### config.mk
export PLATFORM = sky130hd
export DESIGN_NAME = bsoc_curve
export DESIGN_NICKNAME = d
export VERILOG_FILES = /design/src/sv/bsoc_pkg.sv /design/src/sv/bsoc_curve.sv
export SDC_FILE = /design/constraint.sdc
export NUM_CORES = 1
export LEC_CHECK = 0
export BUFFER_PORTS_ARGS = -buffer_cell sky130_fd_sc_hd__buf_4
export CORE_MARGIN = 8
export CORE_UTILIZATION = 50
export CTS_BUF_LIST = sky130_fd_sc_hd__clkbuf_8
export CTS_CLUSTER_DIAMETER = 60
export DETAILED_ROUTE_END_ITERATION = 6
export PLACE_DENSITY = 0.68
export SLEW_MARGIN = 40
export SYNTH_ARGS = -nofsm -noshare
export SYNTH_HDL_FRONTEND = slang
export SYNTH_SLANG_ARGS = --single-unit
### constraint.sdc
create_clock -name clk -period 7.9 [get_ports clk]
set_input_delay 1.58 -clock clk [delete_from_list [all_inputs] [get_ports clk]]
set_output_delay 1.58 -clock clk [all_outputs]
set_load 0.02 [all_outputs]
### src/sv/bsoc_pkg.sv
// ----------------------------------------------------------------------------
// bsoc_pkg
// Shared widths, constants and the OCV-to-percent curve for the battery
// state-of-charge estimator.
// ----------------------------------------------------------------------------
package bsoc_pkg;

  localparam int VOLT_W  = 16;
  localparam int CUR_W   = 16;
  localparam int RES_W   = 12;
  localparam int PCT_W   = 7;

  // current * resistance, max 65535 * 4095 < 2**28
  localparam int PROD_W  = CUR_W + RES_W;
  // IR drop in mV after /1000, max 268365
  localparam int IRQ_W   = 19;
  // open-circuit voltage, max 65535 + 268365
  localparam int OCV_W   = 20;

  // floor(p / 1000) = (p * DIV_RECIP) >> DIV_SHIFT, exact for p < 2**28
  localparam int DIV_SHIFT = 38;
  localparam int RECIP_W   = 29;
  localparam logic [RECIP_W-1:0] DIV_RECIP = 29'd274877907;
  localparam int IRP_W     = PROD_W + RECIP_W;

  localparam int CURVE_POINTS = 12;
  localparam int NSEG         = CURVE_POINTS - 1;
  localparam int SEG_W        = 4;
  localparam int PT_W         = 4;

  // offset inside one segment, max span 1200
  localparam int DIFF_W   = 11;
  // per-segment reciprocal of span/rise, scaled by 2**SEG_SHIFT
  localparam int SEG_SHIFT = 20;
  localparam int SRCP_W    = 16;
  localparam int SCL_W     = DIFF_W + SRCP_W;

  localparam logic [RES_W-1:0] RES_RESET = 12'd100;
  localparam logic [PCT_W-1:0] PCT_FULL  = 7'd100;
  localparam logic [PCT_W-1:0] PCT_EMPTY = 7'd0;

  typedef logic [OCV_W-1:0] ocv_t;
  typedef logic [PCT_W-1:0] pct_t;

  localparam logic [VOLT_W-1:0] CURVE_MV [CURVE_POINTS] = '{
    16'd25200, 16'd24600, 16'd24000, 16'd23700, 16'd23400, 16'd23100,
    16'd22800, 16'd22500, 16'd22200, 16'd21600, 16'd20400, 16'd19600
  };

  localparam logic [PCT_W-1:0] CURVE_PCT [CURVE_POINTS] = '{
    7'd100, 7'd90, 7'd80, 7'd70, 7'd60, 7'd50,
    7'd40,  7'd30, 7'd20, 7'd10, 7'd5,  7'd0
  };

  // ceil(2**20 / (span / rise)) for each segment; divisors 60, 30, 240, 160
  localparam logic [SRCP_W-1:0] SEG_RECIP [NSEG] = '{
    16'd17477, 16'd17477, 16'd34953, 16'd34953, 16'd34953, 16'd34953,
    16'd34953, 16'd34953, 16'd17477, 16'd4370,  16'd6554
  };

endpackage

### src/sv/bsoc_curve.sv
// ----------------------------------------------------------------------------
// bsoc_curve
// Three-stage curve lookup: segment search, scaled offset multiply, then
// add to the segment's low percent with full/empty overrides.
// ----------------------------------------------------------------------------
module bsoc_curve (
  input  logic                          clk,
  input  logic                          rst_n,
  input  logic                          in_valid,
  output logic                          in_ready,
  input  bsoc_pkg::ocv_t                in_ocv,
  output logic                          out_valid,
  input  logic                          out_ready,
  output bsoc_pkg::pct_t                out_soc
);

  logic                          v4_r, v5_r, v6_r;
  logic                          rdy4, rdy5, rdy6;

  logic [bsoc_pkg::SEG_W-1:0]    seg_nxt, seg4_r, seg5_r;
  logic [bsoc_pkg::DIFF_W-1:0]   diff_nxt, diff4_r;
  logic                          full_nxt, empty_nxt;
  logic                          full4_r, empty4_r, full5_r, empty5_r;
  logic [bsoc_pkg::SCL_W-1:0]    scl5_r;
  logic [bsoc_pkg::PT_W-1:0]     lo_pt;
  logic [bsoc_pkg::PCT_W:0]      sum;
  bsoc_pkg::pct_t                soc_nxt, soc6_r;
  bsoc_pkg::ocv_t                lo_mv;
  bsoc_pkg::ocv_t                offs;

  always_comb begin
    rdy6 = !v6_r || out_ready;
    rdy5 = !v5_r || rdy6;
    rdy4 = !v4_r || rdy5;
  end

  assign in_ready  = rdy4;
  assign out_valid = v6_r;
  assign out_soc   = soc6_r;

  // segment k is the first whose lower point is at or below ocv
  always_comb begin
    full_nxt  = in_ocv >= bsoc_pkg::OCV_W'(bsoc_pkg::CURVE_MV[0]);
    empty_nxt = in_ocv <= bsoc_pkg::OCV_W'(bsoc_pkg::CURVE_MV[bsoc_pkg::CURVE_POINTS-1]);
    seg_nxt   = '0;
    for (int k = bsoc_pkg::NSEG - 1; k >= 0; k--) begin
      if (in_ocv >= bsoc_pkg::OCV_W'(bsoc_pkg::CURVE_MV[k+1]))
        seg_nxt = bsoc_pkg::SEG_W'(k);
    end
    lo_mv    = bsoc_pkg::OCV_W'(bsoc_pkg::CURVE_MV[bsoc_pkg::PT_W'(seg_nxt) + 1'b1]);
    offs     = in_ocv - lo_mv;
    diff_nxt = (full_nxt || empty_nxt) ? '0 : offs[bsoc_pkg::DIFF_W-1:0];
  end

  always_comb begin
    lo_pt = bsoc_pkg::PT_W'(seg5_r) + 1'b1;
    sum   = (bsoc_pkg::PCT_W+1)'(bsoc_pkg::CURVE_PCT[lo_pt])
          + (bsoc_pkg::PCT_W+1)'(scl5_r[bsoc_pkg::SEG_SHIFT +: bsoc_pkg::PCT_W]);
    if (full5_r)
      soc_nxt = bsoc_pkg::PCT_FULL;
    else if (empty5_r)
      soc_nxt = bsoc_pkg::PCT_EMPTY;
    else if (sum > (bsoc_pkg::PCT_W+1)'(bsoc_pkg::PCT_FULL))
      soc_nxt = bsoc_pkg::PCT_FULL;
    else
      soc_nxt = sum[bsoc_pkg::PCT_W-1:0];
  end

  always_ff @(posedge clk) begin
    if (!rst_n) begin
      v4_r <= 1'b0;
      v5_r <= 1'b0;
      v6_r <= 1'b0;
    end else begin
      if (rdy4) v4_r <= in_valid;
      if (rdy5) v5_r <= v4_r;
      if (rdy6) v6_r <= v5_r;
    end
  end

  always_ff @(posedge clk) begin
    if (rdy4 && in_valid) begin
      seg4_r   <= seg_nxt;
      diff4_r  <= diff_nxt;
      full4_r  <= full_nxt;
      empty4_r <= empty_nxt;
    end
    if (rdy5 && v4_r) begin
      scl5_r   <= bsoc_pkg::SCL_W'(diff4_r) * bsoc_pkg::SCL_W'(bsoc_pkg::SEG_RECIP[seg4_r]);
      seg5_r   <= seg4_r;
      full5_r  <= full4_r;
      empty5_r <= empty4_r;
    end
    if (rdy6 && v5_r) begin
      soc6_r   <= soc_nxt;
    end
  end

`ifndef SYNTHESIS
  a_seg_range: assert property (@(posedge clk) disable iff (!rst_n)
    v4_r |-> seg4_r < bsoc_pkg::SEG_W'(bsoc_pkg::NSEG))
    else $error("segment index out of range");

  a_step_bound: assert property (@(posedge clk) disable iff (!rst_n)
    v5_r && !full5_r && !empty5_r |->
      scl5_r[bsoc_pkg::SCL_W-1:bsoc_pkg::SEG_SHIFT] <= 7'd10)
    else $error("interpolation step exceeds segment rise");

  a_stall_hold: assert property (@(posedge clk) disable iff (!rst_n)
    v5_r && !rdy6 |=> v5_r && $stable(scl5_r) && $stable(seg5_r))
    else $error("stage 5 word lost under stall");

  a_soc_range: assert property (@(posedge clk) disable iff (!rst_n)
    v6_r |-> soc6_r <= bsoc_pkg::PCT_FULL)
    else $error("soc above 100 percent");
`endif

endmodule

* Word level (Yosys, flattened, before mapping)
Memories as Yosys holds them, arrays and structs flattened.
Cells that the tools add are included.
** Storage, ports and cells
- Register bits after elaboration :: 60
- ROM bits :: 624
- Input bits :: 24
- Output and inout port bits :: 9
- Memories kept :: 3
** Cells by class
- Add/subtract/negate cells :: 4
- Multipliers :: 1
- $lt $le $gt $ge :: 17
- Mux-type cells :: 19
- Bitwise operators :: 3
- Reductions and logical operators :: 11
** Memories
- (name not given) :: words 16, bits a word 16, rd ports 1, clocked after Yosys merged registers in 0, wr ports 0, line bsoc_curve.sv:89 : scl5_r <= bsoc_pkg::SCL_W'(diff4_r) * bsoc_pkg::SCL_W'(bsoc_pkg::SEG_RECIP[seg4_r]);
- (name not given) :: words 16, bits a word 16, rd ports 1, clocked after Yosys merged registers in 0, wr ports 0, line bsoc_curve.sv:50 : lo_mv = bsoc_pkg::OCV_W'(bsoc_pkg::CURVE_MV[bsoc_pkg::PT_W'(seg_nxt) + 1'b1]);
- (name not given) :: words 16, bits a word 7, rd ports 1, clocked after Yosys merged registers in 0, wr ports 0, line bsoc_curve.sv:57 : sum = (bsoc_pkg::PCT_W+1)'(bsoc_pkg::CURVE_PCT[lo_pt])
** Operators with widths (count)
- greater-or-equal comparator 20 x 15 -> 1 bit, second input constant :: 12
- 2-to-1 mux 4 bit :: 11
- 2-to-1 mux 16 bit :: 2
- 2-to-1 mux 7 bit :: 4
- multiplier 11 x 16 -> 27 bit :: 1
- 2-to-1 mux 11 bit :: 2
- less-or-equal comparator 20 x 15 -> 1 bit, second input constant :: 1
- greater-or-equal comparator 5 bit, second input constant :: 3
- NOT 4 -> 5 bit :: 3
- subtractor 11 bit :: 1
- adder 4 x 1 -> 4 bit, second input constant :: 2
- adder 7 x 7 -> 8 bit :: 1
- greater-than comparator 8 x 7 -> 1 bit, second input constant :: 1
- logical OR 1 bit :: 4
- logical AND 1 bit :: 3
- logical NOT 1 bit :: 3
- OR reduction 3 bit :: 1

* Logic depth before layout (Yosys ltp)
Gate-level depths: netlist of the first run.
- Depth in word-level cells :: 18
- Depth in mapped cells :: 23
- Mapped depth without buffers :: 23

* Worst setup path after synthesis of the first run
No wires, ideal clock.
- Path kind :: input-to-reg
- From :: in in_ocv[4]
- To :: reg diff4_r[10] (netlist bit), data pin
- Library setup time :: 260 ps
- Arrival time :: 6002 ps
- Required time :: 7640 ps
- Slack :: 1638 ps
- Stages on the path :: 19
- Buffers on the path :: 1
- Path through :: or4_1 > a211oi_2 > o21ai_2 > or3_4 > a31oi_4 > inv_1 > ha_1 > clkbuf_1 > mux2i_1 > a221oi_1 > o311ai_0 > fa_1 > a21o_1 > a21oi_1 > o21ai_0 > o41ai_1 > xnor2_1 > nor2b_1 > mux2_2
** RTL lines
- start, declared :: line bsoc_curve.sv:11 : input bsoc_pkg::ocv_t in_ocv,
- greater-or-equal comparator 20 x 15 -> 1 bit :: line bsoc_curve.sv:47 : if (in_ocv >= bsoc_pkg::OCV_W'(bsoc_pkg::CURVE_MV[k+1]))
- 2-to-1 mux 4 bit (9 in series) :: line bsoc_curve.sv:47
- 2-to-1 mux 4 bit * :: line bsoc_curve.sv:47
- net seg_nxt (one bit) :: line bsoc_curve.sv:20 : logic [bsoc_pkg::SEG_W-1:0] seg_nxt, seg4_r, seg5_r;
- adder 4 x 1 -> 4 bit * :: line bsoc_curve.sv:50
- NOT 4 -> 5 bit (implied by the code) * :: line bsoc_curve.sv:50
- memory (16 x 16 bit) *
- 2-to-1 mux 11 bit (implied by the code) * (2 in series) :: line bsoc_curve.sv:50
- subtractor 11 bit * :: line bsoc_curve.sv:51 : offs = in_ocv - lo_mv;
- end signal, assigned :: line bsoc_curve.sv:84 : diff4_r <= diff_nxt;
- end, declared :: line bsoc_curve.sv:21 : logic [bsoc_pkg::DIFF_W-1:0] diff_nxt, diff4_r;
The timed path passes the listed nets; every way through them passes the cells marked *. The select of a mux whose other input is x is not followed.
A chain may end at the register's enable or synchronous reset.

* Worst setup path after layout of the first run
Same ends and word-level chain as after synthesis.

==> summary.md, run 1 <==
| Metric | Value |
|---|---|
| IO Pins | 33 |
| RSZ-0062 raised after global routing | false |
| Core area | 13200 um2 |
| Period minus WS final | between 6 and 7 ns |
| CP Launch Type | input pin |
| Layout Nets | roughly 960 |
| Post-Syn Area per Cell | 9.29 um2 |
| Num rows | 42 |
| Worst Path Buf+Inv | 2 |
| Slew @ Worst Pin | a little over 0.7 ns |
| Bufs on Longest Clock Path | 2 |
| Hold Crit Class | flip-flop to flip-flop |
| Hold-fix buffer count after cts | 0 |
| Pin count of the biggest net entering global routing | 18 |
| Netlist area before placement | 6750 um2 |
| Max VDD drop | 0.110 mV |
| Die height | 132 um |
| Leakage | 3.59 nW |
| Placed cell areas | 7190 um2 |
| WP data required | 7.94 ns |
| Critical path arrival | 6.55 ns |
| Hold Vio Cnt, Final | 0 |
| Count of different cell masters after synthesis | 60 |
| Crit-path slowest cell | or4_1 |
| Final Core Density | a little under three fifths |
| P_int | 0.803 mW |
| Port Buffers | 32 |
| Top_reg_cell synth | edfxtp_1 |
| Num CTS Buffers | 5 |
| Tcrit/Tclk final | approximately 80% |
| Drt wl/cell | 15.5 um |
| Kind of critical path | input pin to flip-flop |
| Sink Count | 40 |
| Finished Cell Area | 7310 um2 |
| Dpl cells | roughly 920 |
| TritonRoute pass-1 iters | 4 |
| Gates resized, CTS repair | 0 |
| Worst clock skew | 0.00746 ns |
| Initial antenna violation count | 0 |
| P_sw | 0.673 mW |
| Tot GR Track Use | roughly 17% |
| PD cells | 202 nW/um2 |
| Area delta synth->final | 8.21% |
| Routed WL | 14400 um |
| Clock share of power | 11.7% |
| Layout Cells excl Fill | 930 |
| Crit-path leading delay family | compound AO/OA/AOI/OAI gates |
| Postcts setup bufs | 0 |
| Worst-Skew Late Latency | ~0.29 ns |
| Remaining Overflow, GRT | 0 |
| Ys async rst share | 0% |
| Register share of total power | 18.8% |
| Syn Nets | 938 |
| Htree depth | 2 |
| Slowest cell delay on critical path | 0.55 ns |
| Final setup vio count | 0 |
| Final Max Slew Viols | 0 |
| # Max-Cap Violations | 0 |
| Post-Syn Instances | 727 |
| Yosys reg bits | 40 |
| Slew headroom | 52.3% |
| Post-synth EDFFs | 37 |
| Die ar. | approximately 17000 um2 |
| Crit Path Max Fanout | 12 |
| Sum Neg Setup Slack | 0 ns |
| Global-route wire length before repair | 25100 um |
| Most common cell after layout, fill and taps aside | inv_1 |
| Register-to-register setup slack | between 1 and 1.5 ns |
| CTS root buf | clkbuf_8 |
| Share of cells above drive strength 1 | 7.56% |
| Die X | 132 um |
| Outcome | finished clean |
| Via count | between 4000 and 5000 |
| Logic pwr share | 69.5% |
| Critical path, cell by cell | buf_4, or4_1, a211oi_2, o21ai_2, or3_4, a31oi_4, inv_1, ha_1, mux2i_1, a221oi_1, o311ai_0, fa_1, a21o_1, a21oi_1, o21ai_0, o41ai_1, xnor2_1, nor2b_1, mux2_2 |
| Placer Congestion | 0.883 |
| Initial Util | 51.0% |
| Synth Warn # | 0 |
| Vias in the first global route | around 5400 |
| Sequential area share after synthesis | 17.3% |
| Via-to-Cell Ratio | ~5.3 |
| Switching part of the total | a little under half |
| DP Wirelength | 12300 um |
| Post-route DRC | 0 |
| Antenna violation net count after detailed routing | 0 |
| Antenna cells | 0 |
| Crit path capture type | flip-flop |
| CTS clock-pin slew for the worst setup and hold paths | 0.09 ns |
| Top achievable clock speed | 0.154 GHz |
| Iter 0 DRT Violations | 279 |
| CTS tree | built |
| Commonest cells after routing, fill and taps aside | inv_1, ha_1, fa_1 |
cell families after synthesis:
kind of cell | Yosys count | share of synthesized area [%]
and+or+nand+nor | 192 | 14.5
adders and majority gates | 187 | 43.7
buffers and inverters | 169 | 9.43
AOI/OAI and AO/OA | 112 | 11.4
DFF | 40 | 17.3
xor gates and xnor gates | 22 | 2.85
muxes | 5 | 0.760
flip-flops by register name, indices dropped and copies added, names as in the netlist:
name,cells
diff4_r,11
out_soc,7
scl5_r,7
seg4_r,4
seg5_r,4
empty4_r,1
empty5_r,1
full4_r,1
full5_r,1
out_valid,1
v4_r,1
v5_r,1
path summary, 6_finish.rpt:
path | from | end | cells past startpoint
hold / removal | empty4_r | empty5_r | 0
setup reg to reg | seg4_r[1] | scl5_r[23] | 23
setup / recovery | in_ocv[4] | diff4_r[10] | 19
hold reg to reg | empty4_r | empty5_r | 0
synth_stat cells, types with 2 or more instances:
library cell	n	area [um2]
o31ai_1	4	30.0
a21oi_1	24	120
dfxtp_1	3	60.1
o21ai_1	2	10.0
o21bai_1	3	22.5
nand3_1	13	65.1
a31o_2	2	17.5
xnor2_1	15	131
nor4_1	5	31.3
nor2b_1	6	37.5
and2_1	48	300
clkbuf_1	14	52.6
inv_1	152	571
nand2b_1	4	25.0
a31oi_1	5	31.3
edfxtp_1	37	1110
or2_2	3	18.8
o21ai_0	22	110
buf_2	2	10.0
a311oi_1	2	17.5
a21boi_0	4	30.0
o41ai_1	2	17.5
nand2_1	40	150
mux2i_1	4	40.0
a21o_1	11	82.6
o211ai_1	5	37.5
fa_1	81	1620
xor2_1	7	61.3
nor2_1	39	146
a211oi_1	8	60.1
nor3_1	15	75.1
ha_1	106	1330
nor3b_1	2	15.0
o21ai_2	2	17.5
nand3b_1	2	15.0
and3_1	5	31.3
nand4_1	5	31.3
stage by stage:
step                hold slack (ns)  setup WS (ns)  power, mW
global route                  0.447          0.889       1.67
detailed placement            0.434           1.12       1.31
finish                        0.454           1.40       1.48
CTS                           0.444           1.42       1.50
global placement              0.434           1.28       1.27
floorplan                     0.400           1.64       1.05
layer usage:
metal,GRT usage [%],vias up,routed length [um]
met2,30.2,96,7120
met4,2.27,0,108
met5,0,-,0
met3,2.86,10,625
li1,-,2448,-
met1,21.9,2405,6560
area by class of cell:
| type | instances | area (um2) |
|---|---|---|
| fill | 1204 | 5940 |
| multi-input combinational | 518 | 4960 |
| sequential | 40 | 1170 |
| clock inverter | 3 | 46.3 |
| timing repair buffer | 35 | 263 |
| tap | 176 | 220 |
| inverter | 153 | 574 |
| clock buffer | 5 | 68.8 |
worst reg2reg max path, delay by kind of cell, from the launching register on:
family | cells | cell delay (ns)
AO/OA/AOI/OAI | 5 | 0.94
buffers and inverters | 6 | 0.62
flip-flops | 1 | 0.45
adder cells (fa/ha/maj) | 6 | 3.03
XOR/XNOR | 1 | 0.14
AND/OR/NAND/NOR | 5 | 1.00
power groups by stage:
stage          clock (mW)  sequential, mW  combinational (mW)
6_report            0.173           0.278                1.03
5_1_grt             0.183           0.280                1.21
4_1_cts             0.176           0.278                1.04
3_5_place_dp            0           0.283                1.03
3_3_place_gp            0           0.282               0.985
2_1_floorplan           0           0.280               0.772
Power figures use the tool's default switching activity.
==> run 2, diff against run 1 <==
--- a/config.mk
+++ b/config.mk
@@ -11,7 +11,7 @@
 export CTS_BUF_LIST = sky130_fd_sc_hd__clkbuf_8
 export CTS_CLUSTER_DIAMETER = 60
 export DETAILED_ROUTE_END_ITERATION = 6
-export PLACE_DENSITY = 0.68
+export PLACE_DENSITY = 0.71
 export SLEW_MARGIN = 40
 export SYNTH_ARGS = -nofsm -noshare
 export SYNTH_HDL_FRONTEND = slang
==> constraint.sdc (replaced) <==
create_clock -name clk -period 5.7 [get_ports clk]
set_input_delay 1.14 -clock clk [delete_from_list [all_inputs] [get_ports clk]]
set_output_delay 1.14 -clock clk [all_outputs]
set_load 0.02 [all_outputs]
==> run 2 against run 1 <==
  * Sequential power grew 38%
  * Register-to-register slack lost 1.4 ns
  * Clock power grew 36%
  * Critical path depth grew 2
  * Worst setup slack lost 1.3 ns
  * Core utilization grew 4.1 points
  * Clock skew grew 0.0013 ns
  * Hold slack lost 0.022 ns
  * Combinational power grew 61%
  * Sequential share of layout area shrank 1.1 points
  * Sequential cell count is the same
  * Die area is the same
==> summary.md, run 2 (synthesis gave the netlist of run 1 again) <==
| Metric | Value |
|---|---|
| Outcome | finished clean |
| Crit path capture type | flip-flop |
| Tot Pwr | 2.28 mW (+55%) |
| IO Pins | 33 (unchanged) |
| Hold Path End | full5_r |
| Crit Path Max Fanout | 7 (-5) |
| Routed wire length on met3 | 980 um (+57%) |
| Die ar. | 17500 um2 (unchanged) |
| Layout Nets | 1013 (+5.1%) |
| Bufs on Longest Clock Path | 2 (unchanged) |
| Drt wl/cell | 16.2 um (+4.6%) |
| R2r endpoint | scl5_r[25] |
| Post-route DRC | 0 (unchanged) |
| Tcrit/Tclk final | between 90% and 100% |
| Routed WL | 15900 um (+10%) |
| Critical path, cell by cell | nor2_1, nor2_2, nor2_4, and2_4, inv_1, fa_1, inv_1, fa_1, inv_1, fa_1, fa_1, fa_1, inv_1, ha_1, a21oi_2, o211ai_1, a21oi_1, a21o_1, a21o_1, nand3b_1, xor2_1 |
| Pre-CTS setup slack | -0.322 ns (-1.44 ns) |
| Commonest cells after routing, fill and taps aside | inv_1, ha_1, buf_4 |
| TritonRoute pass-1 iters | 5 (+1) |
| Crit-path slowest cell | fa_1 |
| Hold path cells | 0 (unchanged) |
| Slew headroom | 51.6% (-0.70 points) |
| Initial Util | 51.0% (unchanged) |
| Leakage | 3.84 nW (+6.9%) |
| Core area | 13200 um2 (unchanged) |
| Final Max Slew Viols | 0 (unchanged) |
| Sequential cell area | 1170 um2 (unchanged) |
| Hold Vio Cnt, Final | 0 (unchanged) |
| Worst-Skew Late Latency | 0.29 ns (about the same) |
| Share of cells above drive strength 1 | 18.1% (+10 points) |
| Worst Path Buf+Inv | 4 (+2) |
| Final setup vio count | 0 (unchanged) |
| Remaining Overflow, GRT | 0 (unchanged) |
| Htree depth | 2 (unchanged) |
| Multi-input logic area | 5140 um2 (+3.6%) |
| Filler instances | 1150 (-4.5%) |
| Hold slack | 0.433 ns (-0.0217 ns) |
| Max VDD drop | 0.143 mV (+30%) |
| Via-to-Cell Ratio | 5.38 (+0.89%) |
| Slew @ Worst Pin | 0.722 ns (+0.0118 ns) |
| Critical path arrival | 5.66 ns (-0.89 ns) |
| WL met1 | 6850 um (+4.5%) |
| Top reg by flops | diff4_r |
| Area delta synth->final | 16.3% |
| Register-to-register setup slack | 0.08 ns (-1.38 ns) |
| Crit-path leading delay family | adder cells |
| Most common cell after layout, fill and taps aside | inv_1 |
| Die X | 132 um (unchanged) |
| WP data required | 5.74 ns (-2.20 ns) |
| Beginning of the critical path | seg4_r[2] |
| CP dominant cell by count | fa_1 |
| Port Buffers | 32 (unchanged) |
| Initial antenna violation count | 0 (unchanged) |
| Iter 0 DRT Violations | 293 (+5.0%) |
| CTS root buf | clkbuf_8 |
| PD cells | 291 nW/um2 (+44%) |
| Placer Congestion | 0.918 (+3.9%) |
| Num rows | 42 (unchanged) |
| DP Wirelength | 13400 um (+8.7%) |
| RR Startpoint | seg4_r[2] |
| Antenna violation net count after detailed routing | 0 (unchanged) |
| Kind of critical path | flip-flop to flip-flop |
| Hold Crit Class | flip-flop to flip-flop |
| Sink Count | 40 (unchanged) |
| CP Launch Type | flip-flop |
| CTS clock-pin slew for the worst setup and hold paths | 0.08 ns (about the same) |
| Tot GR Track Use | 17.8% (+0.69 points) |
| Max reg flops | 11 (unchanged) |
| Die height | 132 um (unchanged) |
| Worst clock skew | 0.00873 ns (+0.00127 ns) |
| Slowest cell delay on critical path | 0.56 ns (about the same) |
| Dpl cells | 969 (+5.1%) |
| Register-to-Register Path Depth | 21 (-8.7%) |
| Global-route wire length before repair | 25900 um (+3.5%) |
| Vias in the first global route | 5622 (+5.0%) |
| Via count | 5267 (+6.2%) |
| Period minus WS final | 5.62 ns |
| Top achievable clock speed | 0.178 GHz |
| Worst Hold Launch | full4_r |
| CTS tree | built |
| Antenna cells | 0 (unchanged) |
| Setup WS post-layout | 0.0781 ns (-1.32 ns) |
| Pin count of the biggest net entering global routing | 18 (unchanged) |
| # Max-Cap Violations | 0 (unchanged) |
| Layout Cells excl Fill | 979 (+5.3%) |
| WL met2 | 7870 um (+11%) |
| DR top layer | met4 |
| Num CTS Buffers | 5 (unchanged) |
-- run 2: cell types whose count changed in the layout (fill, tap and decap cells not counted), sizes merged --
| cell | change |
|---|---|
| buf | +49 |
-- run 2: through the flow --
step | TNS, ns | util [%] | cell area (um2)
after floorplan | 0 | - | 6760
after global placement | -0.115 | 56.9 | 7530
after detailed placement | -0.434 | 57.0 | 7550
after CTS | 0 | 57.9 | 7670
after global routing | -0.373 | 59.3 | 7850
final | 0 | 59.3 | 7850
-- run 2: repair_timing --
item / 4_1_cts / 5_1_grt
setup buffers: 0 / 2
hold buffers: 0 / 0
resized for setup: 3 / 42
endpoints found under the setup margin: 4 / 9
pin swaps: 0 / 37
-- run 2: where the power goes --
part	internal (mW)	total, mW	leakage, nW	switching [mW]
clock	0.132	0.235	0.0548	0.103
combinational	0.737	1.66	3.41	0.926
sequential	0.366	0.385	0.369	0.0192
total	1.23	2.28	3.84	1.05
-- run 2: cell type report --
type,instances,area share (%)
clock buffers,5,0.876
clock inverters,3,0.589
inverters,153,7.31
multi-input cells,518,65.4
flip-flops and latches,40,14.9
well taps,176,2.80
repair buffers,84,8.08
-- run 2: worst max-delay path by stage --
stage	end	slack (ns)	cells after the start
after global routing	scl5_r[25]	-0.15	21
after detailed placement	diff4_r[10]	-0.32	20
final	scl5_r[25]	0.08	21
after floorplan	diff4_r[10]	0.0002	21
after global placement	diff4_r[10]	-0.11	21
after CTS	scl5_r[25]	0.006	20
-- run 2: layer usage --
layer  vias to the layer above  global-route usage [%]
met5                         -                       0
met4                         0                    3.03
met3                        17                    4.61
met2                       136                    30.9
met1                      2570                    21.9
li1                       2544                       -
